### config.mk
export PLATFORM = sky130hd
export DESIGN_NAME = stfs_front
export DESIGN_NICKNAME = d
export VERILOG_FILES = /design/src/rtl/core/stfs_pkg.sv /design/src/rtl/core/stfs_fifo.sv /design/src/rtl/core/stfs_front.sv
export SDC_FILE = /design/constraint.sdc
export NUM_CORES = 1
export LEC_CHECK = 0
export BUFFER_PORTS_ARGS = -buffer_cell sky130_fd_sc_hd__buf_2
export CAP_MARGIN = 20
export CORE_MARGIN = 2
export CORE_UTILIZATION = 30
export CTS_CLUSTER_SIZE = 30
export DETAILED_ROUTE_END_ITERATION = 8
export SKIP_LAST_GASP = 1
export SLEW_MARGIN = 20
export SYNTH_ARGS = -nofsm -noshare
export SYNTH_HDL_FRONTEND = slang
export SYNTH_SLANG_ARGS = --single-unit
### constraint.sdc
create_clock -name clk -period 3.75 [get_ports clk]
set_input_delay 0.75 -clock clk [delete_from_list [all_inputs] [get_ports clk]]
set_output_delay 0.75 -clock clk [all_outputs]
set_load 0.02 [all_outputs]
### src/rtl/core/stfs_pkg.sv
`timescale 1ns / 1ps
// ----------------------------------------------------------------------------
// Sorted table floor search: shared package
// Types, widths and default sizes used by the front end, the search engine
// and the top level.
// ----------------------------------------------------------------------------
package stfs_pkg;

  // Default table geometry.
  localparam int TABLE_DEPTH_DEF = 1024;
  localparam int TIME_BITS_DEF   = 32;

  // Fixed port widths.
  localparam int IN_TIME_W = 32;
  localparam int INDEX_W   = 10;
  localparam int COUNT_W   = 11;

  // Depth of the queues between the parts (power of two).
  localparam int QUEUE_DEPTH = 2;

  typedef enum logic {
    OP_WRITE = 1'b0,
    OP_QUERY = 1'b1
  } opcode_t;

  // One classified command from the front end.
  typedef struct packed {
    opcode_t              op;
    logic [INDEX_W-1:0]   index;
    logic [IN_TIME_W-1:0] time_value;
  } cmd_t;

  // One search answer.
  typedef struct packed {
    logic               found;
    logic               exact_hit;
    logic [INDEX_W-1:0] result_index;
  } result_t;

  typedef enum logic [1:0] {
    ST_IDLE,
    ST_PROBE,
    ST_REPLY
  } back_state_t;

endpackage

### src/rtl/core/stfs_fifo.sv
`timescale 1ns / 1ps
// ----------------------------------------------------------------------------
// Sorted table floor search: small queue
// Register-based first-in first-out queue with full and empty flags.
// ----------------------------------------------------------------------------
module stfs_fifo #(
  parameter int WIDTH = 8,
  parameter int DEPTH = 2
) (
  input  logic             clk,
  input  logic             rst_n,
  input  logic             push,
  input  logic [WIDTH-1:0] wr_data,
  output logic             full,
  input  logic             pop,
  output logic [WIDTH-1:0] rd_data,
  output logic             empty
);

  localparam int PTR_W = (DEPTH > 1) ? $clog2(DEPTH) : 1;
  localparam int CNT_W = $clog2(DEPTH + 1);

  logic [WIDTH-1:0] slot_r [DEPTH];
  logic [PTR_W-1:0] wptr_r;
  logic [PTR_W-1:0] rptr_r;
  logic [CNT_W-1:0] count_r;
  logic             do_push;
  logic             do_pop;

  assign full    = (count_r == CNT_W'(DEPTH));
  assign empty   = (count_r == '0);
  assign do_push = push && !full;
  assign do_pop  = pop && !empty;
  assign rd_data = slot_r[rptr_r];

  // Pointers and fill level.
  always_ff @(posedge clk) begin
    if (!rst_n) begin
      wptr_r  <= '0;
      rptr_r  <= '0;
      count_r <= '0;
    end else begin
      if (do_push) begin
        wptr_r <= (wptr_r == PTR_W'(DEPTH - 1)) ? '0 : wptr_r + 1'b1;
      end
      if (do_pop) begin
        rptr_r <= (rptr_r == PTR_W'(DEPTH - 1)) ? '0 : rptr_r + 1'b1;
      end
      if (do_push && !do_pop) begin
        count_r <= count_r + 1'b1;
      end else if (do_pop && !do_push) begin
        count_r <= count_r - 1'b1;
      end
    end
  end

  // Storage slots.
  always_ff @(posedge clk) begin
    if (do_push) begin
      slot_r[wptr_r] <= wr_data;
    end
  end

endmodule

### src/rtl/core/stfs_front.sv
`timescale 1ns / 1ps
// ----------------------------------------------------------------------------
// Sorted table floor search: front end
// Accepts input beats, drops writes outside the table and queues the rest
// as commands for the search engine.
// ----------------------------------------------------------------------------
module stfs_front #(
  parameter int TABLE_DEPTH = stfs_pkg::TABLE_DEPTH_DEF
) (
  input  logic                           clk,
  input  logic                           rst_n,
  input  logic                           in_push,
  output logic                           in_full,
  input  logic                           in_opcode,
  input  logic [stfs_pkg::INDEX_W-1:0]   in_entry_index,
  input  logic [stfs_pkg::IN_TIME_W-1:0] in_time_value,
  output logic                           cmd_valid,
  output stfs_pkg::cmd_t                 cmd,
  input  logic                           cmd_pop
);

  import stfs_pkg::*;

  cmd_t cmd_in;
  logic in_range;
  logic keep;
  logic q_empty;
  logic [$bits(cmd_t)-1:0] q_rd_data;

  // Classify the incoming beat; a write beyond the table has no effect.
  always_comb begin
    cmd_in.op         = opcode_t'(in_opcode);
    cmd_in.index      = in_entry_index;
    cmd_in.time_value = in_time_value;
    in_range          = (32'(in_entry_index) < 32'(TABLE_DEPTH));
    keep              = (cmd_in.op == OP_QUERY) || in_range;
  end

  stfs_fifo #(
    .WIDTH ($bits(cmd_t)),
    .DEPTH (QUEUE_DEPTH)
  ) u_cmd_q (
    .clk     (clk),
    .rst_n   (rst_n),
    .push    (in_push && keep),
    .wr_data (cmd_in),
    .full    (in_full),
    .pop     (cmd_pop),
    .rd_data (q_rd_data),
    .empty   (q_empty)
  );

  assign cmd_valid = !q_empty;
  assign cmd       = cmd_t'(q_rd_data);

endmodule

-- Word-level counts from Yosys, hierarchy flattened
Memories as Yosys holds them, arrays and structs flattened. A register that Yosys moved wholly into a read port is not among the register bits.
Index checks and enable logic that the tools add are counted.
- register bits: 4
- memory bits (writable): 86
- input bits: 47
- output and inout port bits: 45
- word-level logic and storage cells: 27
- memories kept: 1
- memories (name ; depth ; width ; read ports ; clocked after Yosys merged registers in ; wr ports ; RTL line ; RTL):
    u_cmd_q.slot_r ; 2 ; 43 ; 1 ; 1 ; 1 ; stfs_fifo.sv:23 ; logic [WIDTH-1:0] slot_r [DEPTH];
- add/sub/neg operators: 4
- eq/ne operators: 1
- multiplexer cells: 8
- reductions and logical operators: 10
- operator list (kind ; count):
    $mux 1 ; 6
    $logic_and 1x1->1 ; 4
    $logic_not 1->1 ; 4
    $mux 2 ; 2
    $add 1x1->1 const B ; 2
    $add 2x1->2 const B ; 1
    $eq 2x2->1 const B ; 1
    $logic_not 2->1 ; 1
    $reduce_bool 2->1 ; 1
    $sub 2x1->2 const B ; 1

-- Depth between registers and ports, before layout
- depth in word-level cells: 7
- depth in mapped cells: 7
- depth with buffers taken out: 7

-- Hierarchy
A second synthesis with hierarchy kept.
- cells, all modules: 160
- area, all modules: 3339.5 µm²
- by module, submodules not included (module ; instances ; cells an instance ; area an instance (µm²) ; seq. area each (µm²)):
    stfs_fifo ; 1 ; 159 ; 3335.7 ; 2682.6
    stfs_front ; 1 ; 1 ; 3.8 ; 0.0

-- Worst setup path before layout
No wires, ideal clock.
- path kind: input-to-reg
- start point: input in_push
- end point: memory u_cmd_q.slot_r[0][0] (netlist bit) (enable)
- library setup time: 0.438 ns
- data arrival time: 2.542 ns
- slack: 0.770 ns
- stages: 2
- cell sequence: inv_1 nor3_2
- longest elaborated chain between the ends: 3
- ends and longest elaborated chain (element ; RTL line ; RTL):
    from (decl) ; stfs_front.sv:12 ; input logic in_push,
    $logic_and 1x1->1 ; stfs_fifo.sv:32 ; assign do_push = push && !full;
    $mux 1 ; stfs_fifo.sv:59 ; if (do_push) begin
    $mux 1 (not written as such) ; stfs_fifo.sv:60 ; slot_r[wptr_r] <= wr_data;
    to (decl) ; stfs_fifo.sv:23 ;
No other way between the ends.

==> impl_summary.log <==
INFO  metric areaGrowthSynthToFinish = 23.4%
INFO  metric synth-edff-count = 86
INFO  metric placedInstanceArea = roughly 4000 um2
INFO  metric first_iter_violations = 48
INFO  metric cts_setup_buffers = 0
INFO  metric synth-seq-cells = 91
INFO  metric final_layout_size_suffix_gt1_frac = 0.574
INFO  metric clkSinkCount = a little over 90
INFO  metric drc_errors = 0
INFO  metric path_class_of_the_lowest_slack_min_delay_path = reg2reg
INFO  metric design_power_total = ~2.7 mW
INFO  metric globalRouteOverflowTotal = 0
INFO  metric slew_viol_final = 0
INFO  metric cts.path.max_buffers = 2
INFO  metric critical_path.slowest_cell = sky130_fd_sc_hd__dfxtp_4
INFO  metric cp_data_arrival_time = roughly 1.7 ns
INFO  metric critical_path.top_delay_family = flip-flops
INFO  metric synthDistinctLibCells = 22
INFO  metric ioPinCount = 92
INFO  metric worst-path-stages = 2
INFO  metric maxCapViolCount = 0
INFO  metric start_util = 0.308
INFO  metric avgSynthCellArea = ~21 um2
INFO  metric ys_seq_area_frac = 0.804
INFO  metric yosys_warnings = 0
INFO  metric timing.final.crit_share = 0.653
INFO  metric layout_common_cells = sky130_fd_sc_hd__buf_2 (91), sky130_fd_sc_hd__edfxtp_1 (86), sky130_fd_sc_hd__mux2_2 (43), sky130_fd_sc_hd__clkbuf_8 (9)
INFO  metric overall_global_routing_resource_usage = 0.101
INFO  metric clk_latency = between 0.3 and 0.4 ns
INFO  metric rsz0062_at_grt = no
INFO  metric power_leakage = around 1.5 nW
INFO  metric cp_num_buf_inv = 1
INFO  metric fmaxAchievable = 0.408 GHz
INFO  metric routedWlPerCell = 14.6 um
INFO  metric grt_start_max_net_pins = 44
INFO  metric reg2reg_depth = 6
INFO  metric route.detailed.vias_per_inst = about 4.2
INFO  metric grt_pass1_vias = 1811
INFO  metric synth_cells = approximately 160
INFO  metric n_antenna_cell = 0
INFO  metric die_w = about 110 um
INFO  metric synth_area = roughly 3300 um2
INFO  metric ys.flop_type = sky130_fd_sc_hd__edfxtp_1
INFO  metric final_hold_viol_count = 0
INFO  metric critical_path.endpoint_type = primary output
INFO  metric worst_ep_required_time = ~3 ns
INFO  metric grt_first_pass_wirelength = just under 9000 um
INFO  metric cts.clk_slew.worst_paths = approximately 0.08 ns
INFO  metric layer_with_the_highest_usage = met2
INFO  metric core = approximately 11000 um2
INFO  metric synth_async_sr_flop_share = 0
INFO  metric sum_of_negative_setup_slack = 0 ns
INFO  metric cts-resized-gates = 0
INFO  metric crit_chain = mux2_2 -> buf_2
INFO  metric period_needed = roughly 2.4 ns
INFO  metric max-slew-margin-rel = 0.575
INFO  metric dieHeight = ~110 um
INFO  metric worst-r2r-setup-slack = between 2 and 2.5 ns
INFO  metric route.antenna.remaining_nets = 0
INFO  metric tritoncts = done
INFO  metric status = complete, no violations
INFO  metric ctsHtreeMaxLevel = 3
INFO  metric port_buffers = roughly 90
INFO  metric filler_cell_count = approximately 1000
INFO  metric clock-skew-final = a little over 0.007 ns
INFO  metric path_class = reg2out
INFO  metric antenna_found_initial = 0
INFO  metric timing.critical_path.from_type = flip-flop
INFO  metric gp_congestion = approximately 0.63
INFO  metric dpl.hpwl = between 3000 and 4000 um
INFO  metric grt_use_met3 = 0.0296
INFO  metric max_stage_delay = between 0.7 and 0.8 ns
INFO  metric hold-path-cell-count = 2
INFO  metric postRouteWirelength = roughly 5900 um
INFO  metric cell_taking_the_most_area_after_synthesis = sky130_fd_sc_hd__edfxtp_1
INFO  metric post_synth_main_area_contributors = sky130_fd_sc_hd__edfxtp_1 (77%), sky130_fd_sc_hd__mux2_2 (15%), sky130_fd_sc_hd__dfxtp_1 (3.0%)
INFO  metric finalSetupViolations = 0
INFO  metric finish.instance_area = 4120 um2
INFO  metric max_slew.worst_pin.slew = 0.637 ns
INFO  metric vias = roughly 1700
INFO  metric drt_first_pass_iters = 4
INFO  metric cts_hold_buffers = 0
INFO  metric final_net_count = 306
INFO  metric final_common_cell = sky130_fd_sc_hd__buf_2
INFO  metric power.ir.vdd_worst = 0.329 mV
INFO  metric cellPowerDensity = 654 nW/um2
INFO  metric rows = 38
INFO  metric clock-root-buffer = sky130_fd_sc_hd__clkbuf_8
INFO  metric syn-num-nets = between 200 and 250
INFO  metric cts_buffers = 9
INFO  metric fp.dieArea = roughly 12000 um2
INFO  metric yosys.area.top_type_share = 0.774
INFO  metric grt_use_met1 = 0.117
INFO  metric worstPathMaxFanout = 43
INFO  metric gr-usage-met2 = 0.164
-- report_power, final --
| group | switching (mW) | leakage (nW) | internal, mW |
|---|---|---|---|
| Clock | 0.313 | 0.0727 | 0.238 |
| Combinational | 0.425 | 0.590 | 0.332 |
| Sequential | 0.105 | 0.845 | 1.28 |
-- state kept, by name, indices dropped and copies added (netlist names), named ones only --
register,cells
u_cmd_q.count_r,2
u_cmd_q.rptr_r,1
u_cmd_q.slot_r,86
u_cmd_q.wptr_r,1
-- Yosys cell counts, types with 2 or more instances --
cell / count
sky130_fd_sc_hd__mux2_2: 43
sky130_fd_sc_hd__edfxtp_1: 86
sky130_fd_sc_hd__dfxtp_1: 5
sky130_fd_sc_hd__xnor2_1: 2
sky130_fd_sc_hd__and2_1: 3
sky130_fd_sc_hd__buf_4: 4
-- stage by stage --
stage	cells	utilization	hold WS, ns	setup WS (ns)
3_3_place_gp	387	0.365	0.502	1.27
3_5_place_dp	387	0.365	0.512	1.52
4_1_cts	403	0.380	0.524	1.22
5_1_grt	403	0.380	0.555	1.17
6_report	403	0.380	0.521	1.30
2_1_floorplan	159	-	0.479	0.770
-- metal layers --
layer,vias up,part of all wire
li1,814,-
met5,-,0
met4,0,0.023
met3,10,0.063
met1,839,0.41
met2,49,0.50
-- cell families after synthesis --
| logic type | share of synthesized area |
|---|---|
| AOI/OAI and AO/OA | 0.00974 |
| xor gates and xnor gates | 0.00787 |
| adders and majority gates | 0.00375 |
| buffers and inverters | 0.0127 |
| DFF | 0.804 |
| muxes | 0.145 |
| and+or+nand+nor | 0.0172 |
-- layout make-up --
cell class                 count  area [um2]  area share
sequential                    91        2690       0.652
multi-input combinational     61         624       0.152
timing repair buffer          93         470       0.114
tap                          140         175      0.0425
clock buffer                  13         139      0.0337
clock inverter                 3        15.0     0.00365
inverter                       2        7.51     0.00182
-- tightest hold or removal path, delay by kind of cell (launching register included) --
kind               cells  cell delay [ns]
DFF                    1             0.34
AOI/OAI and AO/OA      2             0.14
-- path summary, 6_finish.rpt --
kind / endpoint / start
max: cmd[23] / flip-flop
min: u_cmd_q.count_r[1] / u_cmd_q.count_r[1]
max reg2reg: u_cmd_q.count_r[1] / u_cmd_q.count_r[0]
min reg2reg: u_cmd_q.count_r[1] / u_cmd_q.count_r[1]
No activity file was read; power rests on OpenSTA's default activity.
